==> src/design/ism_pkg.sv <==
// ----------------------------------------------------------------------------
// ism_pkg
// Shared widths, codes and payload types of the I/O segment interval merger.
// ----------------------------------------------------------------------------
package ism_pkg;

    localparam int FILE_W      = 16;
    localparam int OFFSET_BITS = 48;
    localparam int SIZE_W      = OFFSET_BITS + 1;
    localparam int END_W       = OFFSET_BITS + 2;
    localparam int STORE_DEPTH = 256;
    localparam int IDX_W       = $clog2(STORE_DEPTH);
    localparam int CNT_W       = IDX_W + 1;
    localparam int STATUS_W    = 3;
    localparam int ENTRY_W     = FILE_W + OFFSET_BITS + SIZE_W;

    localparam logic [1:0] KIND_PUSH  = 2'd0;
    localparam logic [1:0] KIND_POP   = 2'd1;
    localparam logic [1:0] KIND_CLEAR = 2'd2;

    localparam logic [STATUS_W-1:0] ST_STORED = 3'd0;
    localparam logic [STATUS_W-1:0] ST_MERGED = 3'd1;
    localparam logic [STATUS_W-1:0] ST_ZERO   = 3'd2;
    localparam logic [STATUS_W-1:0] ST_FULL   = 3'd3;
    localparam logic [STATUS_W-1:0] ST_POPPED = 3'd4;
    localparam logic [STATUS_W-1:0] ST_EMPTY  = 3'd5;

    typedef struct packed {
        logic [1:0]             kind;
        logic [FILE_W-1:0]      file_id;
        logic [OFFSET_BITS-1:0] seg_start;
        logic [OFFSET_BITS-1:0] seg_size;
    } t_in_item;

    typedef struct packed {
        logic [STATUS_W-1:0]    status;
        logic [FILE_W-1:0]      out_file_id;
        logic [OFFSET_BITS-1:0] out_start;
        logic [SIZE_W-1:0]      out_size;
        logic [CNT_W-1:0]       entry_count;
    } t_out_item;

    typedef struct packed {
        logic [FILE_W-1:0]      file;
        logic [OFFSET_BITS-1:0] start;
        logic [SIZE_W-1:0]      size;
    } t_entry;

    typedef struct packed {
        logic load;
        logic absorb;
        logic commit;
    } t_cmd;

    typedef struct packed {
        logic absorb;
        logic out_free;
    } t_sts;

endpackage

==> src/design/ism_ctrl.sv <==
// ----------------------------------------------------------------------------
// ism_ctrl
// Sequencer: accept a word, walk absorbed intervals, commit the result.
// ----------------------------------------------------------------------------
module ism_ctrl (
    input  logic          i_clk,
    input  logic          i_rst_n,
    input  logic          i_in_valid,
    input  logic [1:0]    i_in_kind,
    input  ism_pkg::t_sts i_sts,
    output logic          o_in_ready,
    output ism_pkg::t_cmd o_cmd
);
    import ism_pkg::*;

    typedef enum logic [1:0] {
        S_IDLE,
        S_CHECK,
        S_DONE
    } t_state;

    t_state r_state;
    t_state n_state;

    always_comb begin
        o_cmd      = '0;
        o_in_ready = 1'b0;
        n_state    = r_state;
        case (r_state)
            S_IDLE: begin
                o_in_ready = 1'b1;
                if (i_in_valid) begin
                    o_cmd.load = 1'b1;
                    n_state    = (i_in_kind == KIND_PUSH) ? S_CHECK : S_DONE;
                end
            end
            S_CHECK: begin
                if (i_sts.absorb) begin
                    o_cmd.absorb = 1'b1;
                end else if (i_sts.out_free) begin
                    o_cmd.commit = 1'b1;
                    n_state      = S_IDLE;
                end else begin
                    n_state = S_DONE;
                end
            end
            S_DONE: begin
                // hold until the result register can take the word
                if (i_sts.out_free) begin
                    o_cmd.commit = 1'b1;
                    n_state      = S_IDLE;
                end
            end
            default: begin
                n_state = S_IDLE;
            end
        endcase
    end

    always_ff @(posedge i_clk) begin
        if (!i_rst_n) begin
            r_state <= S_IDLE;
        end else begin
            r_state <= n_state;
        end
    end
endmodule

==> config.mk <==
export PLATFORM = sky130hd
export DESIGN_NAME = ism_ctrl
export DESIGN_NICKNAME = d
export VERILOG_FILES = /design/src/design/ism_pkg.sv /design/src/design/ism_ctrl.sv
export SDC_FILE = /design/constraint.sdc
export NUM_CORES = 1
export LEC_CHECK = 0
export BUFFER_PORTS_ARGS = -buffer_cell sky130_fd_sc_hd__buf_4
export CAP_MARGIN = 30
export CORE_AREA = 2 2 39 41
export DETAILED_ROUTE_END_ITERATION = 16
export DIE_AREA = 0 0 41 43
export PLACE_DENSITY = 0.41
export REMOVE_ABC_BUFFERS = 1
export SETUP_SLACK_MARGIN = 0.02
export SYNTH_ARGS = -nofsm -noshare
export SYNTH_HDL_FRONTEND = slang
export SYNTH_SLANG_ARGS = --single-unit
==> constraint.sdc <==
create_clock -name i_clk -period 3.1 [get_ports i_clk]
set_input_delay 0.31 -clock i_clk [delete_from_list [all_inputs] [get_ports i_clk]]
set_output_delay 0.31 -clock i_clk [all_outputs]
set_load 0.1 [all_outputs]
-- Word-level counts from Yosys, hierarchy flattened
Index checks and enable logic that the tools add are counted.
W data, S select, Z words.
- $add $sub $neg: 0
- multipliers: 0
- div/mod/pow operators: 0
- $lt $le $gt $ge: 0
- equality and inequality tests: 5
- shift operators: 0
- multiplexer cells: 14
- bitwise logic cells: 0
- reductions and logical operators: 3
- operators with widths (cell ; count):
    $mux W2 ; 5
    $mux W1 ; 7
    $ne A2 B2 Y1 const B ; 3
    $pmux W2 S3 ; 1
    $logic_not A2 Y1 ; 2
    $reduce_and A3 Y1 ; 1
    $eq A2 B1 Y1 const B ; 1
    $eq A2 B2 Y1 const B ; 1
    $pmux W1 S2 ; 1
- bits in registers: 2
- bits in latches: 0
- bits in writable memories: 0
- ROM bits: 0
- bits of input ports: 7
- output and inout bits: 4
- logic and storage cells: 23
- memories kept: 0

-- Depth between registers and ports, before layout
- depth in word-level cells: 4
- depth in mapped cells: 6
- mapped depth without buffers: 6

-- Least setup slack after synthesis
Ideal clock, no wire load.
- path kind: reg2out
- start point: register r_state[0]
- end point: output o_cmd[0] (netlist name)
- arrival time: 1.998 ns
- data required time: 2.790 ns
- path slack: 0.792 ns
- stages on the path, launching flop included: 5
- buffers on the path: 0
- cells stage by stage: dfxtp_1 -> inv_1 -> ha_1 -> nand2_1 -> nor2_1
- RTL lines (item ; line ; RTL):
    start: declaration ; ism_ctrl.sv:22 ; t_state r_state;
    start signal: assignment ; ism_ctrl.sv:64 ; r_state <= n_state;
    end: declaration ; ism_ctrl.sv:12 ; output ism_pkg::t_cmd o_cmd

==> metrics.csv <==
stage,metric,value,unit
outcome,status,"finished, final reports clean",
placed_design,hpwl dp,423.9,um
timing,Setup TNS Final,0,ps
floorplanning,Ports,11,
yosys,"Cell Area, Synth",242.7,um^2
placed_design,input/output buffers,10,
layout,fin util,26.04,%
power_and_ir_drop,worst vdd ir,146.5,uV
timing,"Hold Vio Cnt, Final",0,
floorplanning,CORE AREA,0.001384,mm^2
global_route,initial antenna violation count,0,
cts,Max Buffers Root-to-Sink,2,
placed_design,"Cell Area, Placed",337.8,um^2
timing,Fmax,592.0,MHz
drt,final WL,497,um
yosys,Synth Warn #,0,
drt,DRC,0,
yosys,Yosys reg bits,2,
floorplanning,Die X,41,um
drt,antenna-violating nets left,0,
global_route,gr usage total,6.907,%
layout,max reg flops,2,
timing,minimum clock period,1689,ps
layout,"most common cell after layout, fill and taps aside",buf_4,
global_route,GRT overflow,0,
floorplanning,area of the die,0.001763,mm^2
global_route,pin count of the biggest net entering global routing,5,
layout,final instance area,360.3,um^2
cts,H-tree depth,1,
drt,First DRT Iteration DRCs,1,
drt,Via density,3.983,
worst_setup_path,crit path kind,reg -> out,
cts,TritonCTS clock tree,built,
timing,Slew Limit Fails,0,
worst_setup_path,crit path launch type,register,
layout,fill count,152,
yosys,Syn Area/Cell,8.370,um^2
yosys,Post-Synthesis Cells,29,
drt,drt pass-1 iters,2,
yosys,post-synthesis sequential area ratio,16.49,%
layout,Largest Register,r_state,
cts,setup bufs post-CTS,0,
worst_setup_path,Worst Path Required,2790,ps
power_and_ir_drop,P_leak,0.1634,nW
min_path,Worst Hold Class,in -> reg,
layout,area delta synth->final,48.45,%
placed_design,RePlAce Congestion,0.5776,
cts,cts bufs inserted,3,
power_and_ir_drop,P per Cell Area,761.4,mW/mm^2
yosys,Yosys cell types,16,
drt,DR WL/cell,8.569,um
global_route,vias in the first global route,218,
timing,fin crit share,54.49,%
layout,n_diodes,0,
worst_setup_path,largest fanout on the critical path,4,
global_route,first-pass GRT wire length,786,um
job,maxcap violations,0,
cts,# resized after CTS,0,
cts,CTS Sinks,2,
timing,Worst Skew,1.970,ps
floorplanning,Initial Utilization,17.54,%
cts,Skew-Pair Late Insertion Delay,220,ps
cts,clk slew on worst S/H paths,30,ps
cts,# hold bufs at CTS,0,
worst_setup_path,CP Capture Type,output port,
layout,NumNets Final,56,
drt,Vias,231,
timing,final setup vio count,0,
timing,max_slew headroom,80.67,%
timing,RSZ-0062 raised after global routing,false,
layout,most frequent cells in the layout,"buf_4, inv_1, ha_1",
cts,clk root buf,clkbuf_4,
layout,Top Registers,r_state: 2 flops,
timing,Least-Margin Pin Slew,289.9,ps
floorplanning,std cell rows,14,
layout,fraction of layout cells with a size suffix above 1,42.86,%
worst_setup_path,crit path DAT,1380,ps
floorplanning,die outline height,43,um
==> power by group <==
| part | leakage (nW) | switching [mW] | internal [mW] | total (mW) |
|---|---|---|---|---|
| Sequential | 0.0164 | 0.00506 | 0.0320 | 0.0371 |
| Combinational | 0.133 | 0.127 | 0.0540 | 0.180 |
| Clock | 0.0138 | 0.0141 | 0.0426 | 0.0568 |
==> cell type report <==
cell class / instances / area, um^2 / area share (%)
Inverter: 6 / 22.52 / 6.250
Timing Repair Buffer: 10 / 75.07 / 20.83
Sequential cell: 2 / 40.04 / 11.11
Clock buffer: 3 / 22.52 / 6.250
Tap cell: 16 / 20.02 / 5.556
Multi-Input combinational cell: 21 / 180.2 / 50.00
==> synthesized netlist by cell type <==
cell type / number / area share [%]
nand2b_1: 1 / 2.6
dfxtp_1: 2 / 16
inv_2: 1 / 1.5
a21boi_2: 1 / 4.6
nand2_1: 2 / 3.1
a21oi_1: 1 / 2.1
nor2_1: 2 / 3.1
nor3_1: 1 / 2.1
and2_1: 1 / 2.6
nand3_2: 1 / 4.1
o21ai_0: 3 / 6.2
ha_1: 5 / 26
nand4b_1: 1 / 3.6
and2_4: 1 / 3.6
a221oi_4: 1 / 11
inv_1: 5 / 7.7
==> worst max-delay path, cell delays in order, from the launching register on <==
cell	delay [ps]
dfxtp_1	360
inv_1	90
ha_1	280
nand2_1	40
nor2_1	90
buf_4	290
==> metal layers <==
metal | track usage, % | wire (um) | up-vias
met4 | 6.000 | 17 | 0
met2 | 11.88 | 251 | 8
met1 | 6.051 | 191 | 100
met3 | 1.571 | 37 | 2
li1 | - | - | 121
met5 | 0 | 0 | -
==> metrics by stage <==
step / cells / hold WS [ps] / total power [mW] / setup slack (ps)
6_report: 58 / 353.2 / 0.2744 / 1411
5_1_grt: 58 / 345.8 / 0.3007 / 1288
4_1_cts: 58 / 351.3 / 0.2800 / 1387
3_5_place_dp: 55 / 495.3 / 0.2207 / 1627
3_3_place_gp: 55 / 494.3 / 0.2215 / 1632
2_1_floorplan: 29 / 452.8 / 0.1843 / 792.4
==> logic make-up (layout without fill, tap and decap cells) <==
logic type	count (synthesis)	after routing	share of synthesized area (%)
AOI/OAI and AO/OA	6	6	23.71
and+or+nand+nor	10	10	24.75
DFF	2	2	16.50
adders and majority gates	5	5	25.77
buffers and inverters	6	19	9.278
==> final timing paths <==
| kind | startpoint | to | slack, ps | cells after the start |
|---|---|---|---|---|
| max | r_state[0] | o_cmd[0] | 1410 | 5 |
| min | i_rst_n | r_state[0] | 350 | 2 |
| max reg2reg | r_state[1] | r_state[0] | 1670 | 6 |
| min reg2reg | r_state[1] | r_state[1] | 490 | 2 |
Power figures use the tool's default switching activity.
